$ cat config.mk
export PLATFORM = sky130hd
export DESIGN_NAME = i2c_slave_pointer_buffer
export DESIGN_NICKNAME = d
export VERILOG_FILES = /design/src/design/ispb_pkg.sv /design/src/design/ispb_ram.sv /design/src/design/i2c_slave_pointer_buffer.sv
export SDC_FILE = /design/constraint.sdc
export NUM_CORES = 2
export LEC_CHECK = 0
export BUFFER_PORTS_ARGS = -buffer_cell sky130_fd_sc_hd__clkbuf_2
export CORE_ASPECT_RATIO = 0.8
export CORE_UTILIZATION = 43
export CTS_BUF_LIST = sky130_fd_sc_hd__clkbuf_4
export CTS_CLUSTER_DIAMETER = 150
export DETAILED_ROUTE_END_ITERATION = 16
export PLACE_DENSITY = 0.58
export SYNTH_ARGS = -nofsm -noshare
export SYNTH_HDL_FRONTEND = slang
export SYNTH_SLANG_ARGS = --single-unit
$ cat constraint.sdc
create_clock -name clk -period 4.1 [get_ports clk]
set_input_delay 0.82 -clock clk [delete_from_list [all_inputs] [get_ports clk]]
set_output_delay 0.82 -clock clk [all_outputs]
set_load 0.005 [all_outputs]
$ cat src/design/ispb_pkg.sv
`timescale 1ns / 1ps

package ispb_pkg;

    localparam int BUFFER_BYTES      = 64;
    localparam int NONVOLATILE_BYTES = 128;
    localparam int TOTAL_BYTES       = BUFFER_BYTES + NONVOLATILE_BYTES;

    // unified memory map: rx buffer, tx buffer, nonvolatile region
    localparam int RX_BASE   = 0;
    localparam int TX_BASE   = BUFFER_BYTES;
    localparam int NV_BASE   = 2 * BUFFER_BYTES;
    localparam int MEM_DEPTH = NV_BASE + NONVOLATILE_BYTES;
    localparam int ADDR_W    = $clog2(MEM_DEPTH);

    localparam int PTR_W  = 16;
    localparam int BYTE_W = 8;

    localparam logic [2:0] MODE_ADDR_WRITE = 3'd0;
    localparam logic [2:0] MODE_BYTE_RX    = 3'd1;
    localparam logic [2:0] MODE_BYTE_TX    = 3'd2;
    localparam logic [2:0] MODE_END        = 3'd3;
    localparam logic [2:0] MODE_TX_LOAD    = 3'd4;
    localparam logic [2:0] MODE_RX_READ    = 3'd5;

    typedef struct packed {
        logic [2:0]        mode;
        logic [BYTE_W-1:0] data_byte;
        logic [5:0]        host_index;
    } item_t;

    typedef struct packed {
        logic              ack;
        logic [BYTE_W-1:0] out_byte;
    } result_t;

endpackage

$ cat src/design/ispb_ram.sv
`timescale 1ns / 1ps

module ispb_ram #(
    parameter int WIDTH = 8,
    parameter int DEPTH = 256
) (
    input  logic                     clk,
    input  logic                     en,
    input  logic                     we,
    input  logic [$clog2(DEPTH)-1:0] addr,
    input  logic [WIDTH-1:0]         wdata,
    output logic [WIDTH-1:0]         rdata
);

    logic [WIDTH-1:0] mem [DEPTH];

    always_ff @(posedge clk)
    begin
        if (en)
        begin
            if (we)
            begin
                mem[addr] <= wdata;
            end
            else
            begin
                rdata <= mem[addr];
            end
        end
    end

endmodule

$ cat src/design/i2c_slave_pointer_buffer.sv
`timescale 1ns / 1ps
// Latency: a result word appears on the cycle after its command, strobed by done.
// Throughput: one command word per cycle; busy stays low, the single RAM port
//   carries at most one read or one write per word.
// Reset (rst_n, async, low): pointer invalid and zero, one-byte pointer mode,
//   every entry reads as unwritten at once via per-entry valid bits (nonvolatile erased, buffers zero).
// The receiver cannot stall: each result is shown for exactly one cycle.
module i2c_slave_pointer_buffer (
    input  logic              clk,
    input  logic              rst_n,
    input  logic              start,
    output logic              busy,
    input  ispb_pkg::item_t   item,
    output logic              done,
    output ispb_pkg::result_t result,
    input  logic              wr_en,
    input  logic              wr_data
);

    import ispb_pkg::*;

    // pointer states; code 3 is never entered but is handled as a reset path
    localparam logic [1:0] PS_INVALID  = 2'd0;
    localparam logic [1:0] PS_WAIT_LOW = 2'd1;
    localparam logic [1:0] PS_VALID    = 2'd2;

    localparam logic [PTR_W-1:0] BUF_PTR   = PTR_W'(BUFFER_BYTES);
    localparam logic [PTR_W-1:0] TOTAL_PTR = PTR_W'(TOTAL_BYTES);
    localparam logic [PTR_W-1:0] LAST_PTR  = PTR_W'(TOTAL_BYTES - 1);
    // pointer above the buffer maps onto the nonvolatile region
    localparam logic [PTR_W-1:0] NV_OFS    = PTR_W'(NV_BASE - BUFFER_BYTES);
    localparam logic [PTR_W-1:0] NV_PTR    = PTR_W'(NV_BASE);
    localparam logic [PTR_W-1:0] TX_PTR    = PTR_W'(TX_BASE);
    localparam logic [PTR_W-1:0] RX_PTR    = PTR_W'(RX_BASE);

    // control and configuration state
    logic             wide_reg;
    logic [1:0]       pstate_reg, pstate_next;
    logic [PTR_W-1:0] ptr_reg, ptr_next;
    logic             done_reg;
    logic [MEM_DEPTH-1:0] valid_reg;

    // result payload, no reset needed
    logic ack_reg, ack_next;
    logic rd_reg, rd_next;
    logic hit_reg;
    logic erased_reg;

    // RAM access
    logic              mem_en, mem_we;
    logic [PTR_W-1:0]  mem_addr_w;
    logic [ADDR_W-1:0] mem_addr;
    logic [BYTE_W-1:0] mem_rdata;

    logic             accept;
    logic [PTR_W-1:0] host_ptr, data_ptr, rd_ptr, wl_ptr;
    logic             host_ok;
    logic [1:0]       rd_state;

    assign busy   = 1'b0;
    assign accept = start && !busy;

    assign host_ptr = {{(PTR_W-6){1'b0}}, item.host_index};
    assign data_ptr = {{(PTR_W-BYTE_W){1'b0}}, item.data_byte};
    assign host_ok  = host_ptr < BUF_PTR;

    // read path: a half-built wide pointer is taken as its high byte alone
    assign rd_ptr   = (pstate_reg == PS_WAIT_LOW) ? (ptr_reg >> BYTE_W) : ptr_reg;
    assign rd_state = (pstate_reg == PS_WAIT_LOW && rd_ptr < TOTAL_PTR) ? PS_VALID
                                                                        : pstate_reg;
    // write path: low byte completes the wide pointer
    assign wl_ptr   = ptr_reg | data_ptr;

    always_comb
    begin
        pstate_next = pstate_reg;
        ptr_next    = ptr_reg;
        ack_next    = 1'b0;
        rd_next     = 1'b0;
        mem_en      = 1'b0;
        mem_we      = 1'b0;
        mem_addr_w  = '0;
        if (accept)
        begin
            unique case (item.mode)
                MODE_ADDR_WRITE:
                begin
                    ptr_next    = '0;
                    pstate_next = PS_INVALID;
                    ack_next    = 1'b1;
                end
                MODE_BYTE_RX:
                begin
                    // default: drop the pointer and NACK
                    ptr_next    = '0;
                    pstate_next = PS_INVALID;
                    unique case (pstate_reg)
                        PS_INVALID:
                        begin
                            if (wide_reg)
                            begin
                                ptr_next    = {item.data_byte, {BYTE_W{1'b0}}};
                                pstate_next = PS_WAIT_LOW;
                                ack_next    = 1'b1;
                            end
                            else if (data_ptr < TOTAL_PTR)
                            begin
                                ptr_next    = data_ptr;
                                pstate_next = PS_VALID;
                                ack_next    = 1'b1;
                            end
                        end
                        PS_WAIT_LOW:
                        begin
                            if (wl_ptr < TOTAL_PTR)
                            begin
                                ptr_next    = wl_ptr;
                                pstate_next = PS_VALID;
                                ack_next    = 1'b1;
                            end
                        end
                        PS_VALID:
                        begin
                            if (ptr_reg < TOTAL_PTR)
                            begin
                                mem_en      = 1'b1;
                                mem_we      = 1'b1;
                                mem_addr_w  = (ptr_reg < BUF_PTR) ? ptr_reg + RX_PTR
                                                                  : ptr_reg + NV_OFS;
                                ptr_next    = ptr_reg + PTR_W'(1);
                                pstate_next = PS_VALID;
                                ack_next    = 1'b1;
                            end
                        end
                        default:
                        begin
                        end
                    endcase
                end
                MODE_BYTE_TX:
                begin
                    ptr_next    = rd_ptr;
                    pstate_next = rd_state;
                    if (rd_state == PS_VALID && rd_ptr < TOTAL_PTR)
                    begin
                        mem_en     = 1'b1;
                        mem_addr_w = (rd_ptr < BUF_PTR) ? rd_ptr + TX_PTR : rd_ptr + NV_OFS;
                        rd_next    = 1'b1;
                        ptr_next   = rd_ptr + PTR_W'(1);
                        // NACK marks the last byte of the space
                        ack_next   = rd_ptr < LAST_PTR;
                    end
                end
                MODE_END:
                begin
                    ack_next = 1'b1;
                end
                MODE_TX_LOAD:
                begin
                    if (host_ok)
                    begin
                        mem_en     = 1'b1;
                        mem_we     = 1'b1;
                        mem_addr_w = host_ptr + TX_PTR;
                        ack_next   = 1'b1;
                    end
                end
                MODE_RX_READ:
                begin
                    if (host_ok)
                    begin
                        mem_en     = 1'b1;
                        mem_addr_w = host_ptr + RX_PTR;
                        rd_next    = 1'b1;
                        ack_next   = 1'b1;
                    end
                end
                default:
                begin
                end
            endcase
        end
    end

    assign mem_addr = mem_addr_w[ADDR_W-1:0];

    always_ff @(posedge clk or negedge rst_n)
    begin
        if (!rst_n)
        begin
            wide_reg   <= 1'b0;
            pstate_reg <= PS_INVALID;
            ptr_reg    <= '0;
            done_reg   <= 1'b0;
            valid_reg  <= '0;
        end
        else
        begin
            if (wr_en)
            begin
                wide_reg <= wr_data;
            end
            pstate_reg <= pstate_next;
            ptr_reg    <= ptr_next;
            done_reg   <= accept;
            // an entry holds real data once written
            if (mem_en && mem_we)
            begin
                valid_reg[mem_addr] <= 1'b1;
            end
        end
    end

    // a write lands in the RAM and valid bit at the same edge, so a read by the
    // very next word already sees it: no forwarding needed
    always_ff @(posedge clk)
    begin
        ack_reg    <= ack_next;
        rd_reg     <= rd_next;
        hit_reg    <= valid_reg[mem_addr];
        erased_reg <= mem_addr_w >= NV_PTR;
    end

    ispb_ram #(
        .WIDTH (BYTE_W),
        .DEPTH (MEM_DEPTH)
    ) u_ram (
        .clk   (clk),
        .en    (mem_en),
        .we    (mem_we),
        .addr  (mem_addr),
        .wdata (item.data_byte),
        .rdata (mem_rdata)
    );

    // unwritten nonvolatile entries read erased, unwritten buffer entries zero
    assign done            = done_reg;
    assign result.ack      = ack_reg;
    assign result.out_byte = !rd_reg ? {BYTE_W{1'b0}}
                           : (hit_reg ? mem_rdata : {BYTE_W{erased_reg}});

endmodule

==> metrics.md <==
| Metric | Value |
|---|---|
| Outcome | `finished, violations left` |
| Violated checks | `setup timing` |
| Routed len/inst | `between 20 and 30 um` |
| Period utilization | `114%` |
| Area taken by multi-input logic gates | `between 20000 and 25000 um2` |
| Maximum level of the CTS H-tree | `6` |
| Slowest Stage Delay on Critical Path | `approximately 0.45 ns` |
| Total nets after synthesis | `between 5000 and 6000` |
| Worst VDD drop | `283 uV` |
| Cell Pwr Density | `~430 nW/um2` |
| Ranking of synthesized cells by area | `edfxtp_1 (68%), dfrtp_1 (7.6%), mux2_2 (3.9%)` |
| Mean instance size in the synthesized netlist | `approximately 16 um2` |
| Pin count of the biggest net entering global routing | `roughly 120` |
| Most repeated cell in the gate-level netlist after synthesis | `edfxtp_1` |
| Clock edge transition at the registers on the reported setup and hold paths | `~0.070 ns` |
| End of the worst register-to-register path | `u_ram.rdata[5]` |
| Most common library cells after synthesis | `edfxtp_1 (2056), nand2_1 (567), nor2_1 (360), mux2_2 (313), a222oi_1 (294)` |
| # nets final | `around 7400` |
| Shortest period the worst path allows | `4.66 ns` |
| Share of synthesized cell area in and, or, nand and nor gates | `between 6 and 7%` |
| Number of antenna violations at the first check in global routing | `17` |
| HPWL after DPL | `about 200 mm` |
| Critical path startpoint | `pstate_reg[1]` |
| Fraction of the yosys area taken by sequential cells | `between 70 and 80%` |
| Max FFs per register | `~2000` |
| Kind of critical path | `reg -> reg` |
| Reg-to-reg slack, setup | `-0.56 ns` |
| IO Count | `33` |
| Unrepaired setup endpoints after global routing | `true` |
| Maximum buffer depth of the clock tree | `4` |
| CP Capture Type | `flop` |
| RePlAce Congestion | `approximately 0.94` |
| Tot GR Track Use | `29.3%` |
| Detailed-router iteration count before antenna repair | `10` |
| Worst path top cell family by delay | `compound AO/OA/AOI/OAI gates` |
| Root cell of the clock tree | `clkbuf_4` |
| Startpoint types | `flop` |
| Area overhead of the layout relative to synthesis | `25.1%` |
| Number of enable-type register cells in the synthesized netlist | `approximately 2100` |
| Post-route setup slack | `-0.557 ns` |
| Class of the most critical hold timing path | `in -> reg` |
| Worst path bufs/invs | `5` |
| Number of storage elements in the synthesis netlist | `2336` |
| Die outline area | `213000 um2` |
| Storage element area | `slightly below 70000 um2` |
| Distinct cells, synth | `85` |
| Async set-or-reset flop fraction in the synthesized netlist | `a little under an eighth` |
| Leading area contributor after synthesis | `edfxtp_1` |
| Iter 0 DRT Violations | `10842` |
| Synth top area share | `about 68%` |
| Post-detailed-route via-to-cell ratio | `approximately 6` |
| Ordered list of cells on the worst path | `buf_4, nor2b_1, a31oi_2, nor2_2, ha_2, a32oi_4, a21oi_4, buf_12, buf_4, buf_4, nand3_1, o221ai_1, o22ai_1, o21ai_0, buf_4, a31oi_4, or4_1` |
| Clock latency reported for the late side of the worst-skew pair | `roughly 1.2 ns` |
| Clk sinks | `~2300` |
| Area of the core | `~210000 um2` |
| Count of cells along the worst register-to-register path | `17` |
| Synth Cell Area | `90800 um2` |
| Number of cells on the critical path | `17` |
| Count of buffers from port buffering | `31` |
| Critical path's most frequent cell | `buf_4` |
| Timing endpoint of the critical path | `u_ram.rdata[5]` |
| Data required time of the worst path | `roughly 5.1 ns` |
| Fmax | `0.215 GHz` |
| Floorplan die height | `just over 400 um` |
| Std cell rows | `150` |
| Clock tree from TritonCTS | `yes` |
| Measured slew at the worst slew-check pin | `about 1.2 ns` |
| Adder and majority gate portion of the synthesized area | `less than 1%` |
| Fin. max-slew vios | `0` |
| Largest driver fanout on the critical path | `26` |
| Area fraction in compound gates after synthesis | `between 10 and 15%` |
| Placed inst area | `104000 um2` |
| Total gr overflow | `0` |
| Slowest cell on the critical path | `or4_1` |
| Ratio of cells with drive above 1 in the final layout | `between 30 and 40%` |
| Die Wd | `516 um` |
| Initial cell density of the core | `between 40% and 50%` |
| Overall via count from detail_route | `63469` |
| Most used flip-flop cell after synthesis | `edfxtp_1` |
| TritonCTS buffer count | `581` |
| Minimum hold slack | `0.111 ns` |
| Mux contribution to synthesized area | `4.33%` |
| DRC violation count after routing | `0` |
| Final setup fails | `9` |
| Final cell area excluding filler cells | `approximately 110000 um2` |
| Number of routed nets with antenna violations | `0` |
| P_leak | `between 40 and 50 nW` |
| Relative max-transition margin | `22.6%` |
| Parity-gate share of the synthesized area counting xor and xnor cells | `less than 1%` |
| Arr. time, crit path | `roughly 5.6 ns` |
| Final count of hold timing violations | `0` |
| Largest family of logic cells by synthesized area | `compound AO/OA/AOI/OAI gates` |
| Reg-to-reg startpoint | `pstate_reg[1]` |
| Worst Clk Skew | `0.0939 ns` |
| Final standard cell utilization of the core | `between 50% and 60%` |
| Gate count after technology mapping | `roughly 5800` |
| Total of fill cells in the finished design | `between 15000 and 20000` |
| Maximum capacitance violations | `0` |
| Minimum setup slack after placement | `-1.53 ns` |
| Via count of the first global-routing pass | `a little over 60000` |
| Global-route wire length before repair | `446 mm` |
| Synth warnings | `0` |
| Total wirelength of the detailed-routed design | `around 320 mm` |
## how the worst min path moves through the flow
stage                         from                 to  slack [ns]  cells past startpoint
floorplan           valid_reg[137]     valid_reg[137]        0.43                      1
global placement     valid_reg[81]      valid_reg[81]        0.45                      1
detailed placement   valid_reg[69]      valid_reg[69]        0.45                      1
CTS                       item[13]   u_ram.mem[87][7]       0.007                      1
global route              item[13]   u_ram.mem[87][7]        0.03                      1
finish                     item[7]  u_ram.mem[214][1]        0.11                      1
## metal layers
layer | share of wire [%] | up-vias | track usage [%] | routed length (um)
li1 | - | 26600 | - | -
met1 | 41 | 31964 | 42.2 | 129000
met2 | 43 | 4278 | 42.0 | 135000
met3 | 13 | 611 | 8.88 | 41400
met4 | 3.4 | 16 | 10.1 | 10800
met5 | 0.037 | - | 0 | 117
## worst reg2reg max path, stage by stage, from the launching register on
cell and delay (ns):
dfrtp_1 0.38, buf_4 0.18, nor2b_1 0.33, a31oi_2 0.20, nor2_2 0.16, ha_2 0.21, a32oi_4 0.17, a21oi_4 0.38
buf_12 0.29, buf_4 0.37, buf_4 0.22, nand3_1 0.11, o221ai_1 0.11, o22ai_1 0.15, o21ai_0 0.34, buf_4 0.20
a31oi_4 0.13, or4_1 0.45
## cell families (layout without fill, tap and decap cells)
family | count (synthesis) | count (layout)
DFF | 2336 | 2336
AOI/OAI and AO/OA | 1359 | 1359
and+or+nand+nor | 1331 | 1331
buffers and inverters | 415 | 2388
muxes | 352 | 352
xor gates and xnor gates | 9 | 9
adders and majority gates | 7 | 7
other | 1 | 10
## power by group
group | leakage (nW) | internal [mW] | switching (mW) | total [mW]
registers | 22.3 | 25.9 | 0.0378 | 25.9
logic | 15.3 | 0.846 | 1.56 | 2.41
clock network | 4.64 | 11.0 | 9.61 | 20.6
total | 42.3 | 37.7 | 11.2 | 48.9
## final cells by class
cell class,instances,share of cell area (%)
Multi-Input combinational cell,3059,18.7
Timing Repair Buffer,1333,10.8
Clock buffer,925,6.12
Sequential cell,2336,60.5
Inverter,10,0.0331
Tap cell,2812,3.10
Antenna cell,9,0.0198
Clock inverter,120,0.744
## through the flow
step,std cells,power (mW),TNS (ns)
4_1_cts,10585,49.1,-3.97
5_1_grt,10599,50.5,-5.46
3_5_place_dp,9475,28.7,-376.67
6_report,10604,48.9,-4.26
3_3_place_gp,9475,28.6,-429.00
2_1_floorplan,5810,27.2,0
## cells in the final DEF, fill, tap and decap left out, types with 12 or more instances in the layout
| cell type | n |
|---|---|
| a211oi_1 | 18 |
| a21oi_1 | 227 |
| a221o_1 | 25 |
| a221oi_1 | 129 |
| a221oi_2 | 21 |
| a222oi_1 | 294 |
| a22o_1 | 23 |
| a22oi_1 | 26 |
| a31oi_1 | 29 |
| and3_1 | 17 |
| buf_12 | 144 |
| buf_4 | 1098 |
| buf_6 | 30 |
| buf_8 | 17 |
| bufinv_16 | 12 |
| clkbuf_2 | 22 |
| clkbuf_4 | 925 |
| clkinv_1 | 74 |
| dfrtp_1 | 276 |
| edfxtp_1 | 2056 |
| mux2_2 | 308 |
| mux2i_1 | 27 |
| nand2_1 | 557 |
| nand2_2 | 12 |
| nand3_1 | 41 |
| nor2_1 | 330 |
| nor2_2 | 25 |
| nor3_1 | 19 |
| o21ai_0 | 106 |
| o21ai_1 | 32 |
| o21ai_2 | 15 |
| o221ai_1 | 34 |
| o22a_1 | 12 |
| o22ai_1 | 224 |
| o22ai_2 | 12 |
| or2_1 | 16 |
| or2_2 | 241 |
## what timing repair did
item,in CTS,in global routing
hold buffers,10,0
pin swaps,62,55
endpoints found under the hold margin,207,0
setup endpoints to repair,1551,517
buffers inserted,54,8
resized for setup,178,112
gates cloned,5,4
Power figures use the tool's default switching activity.
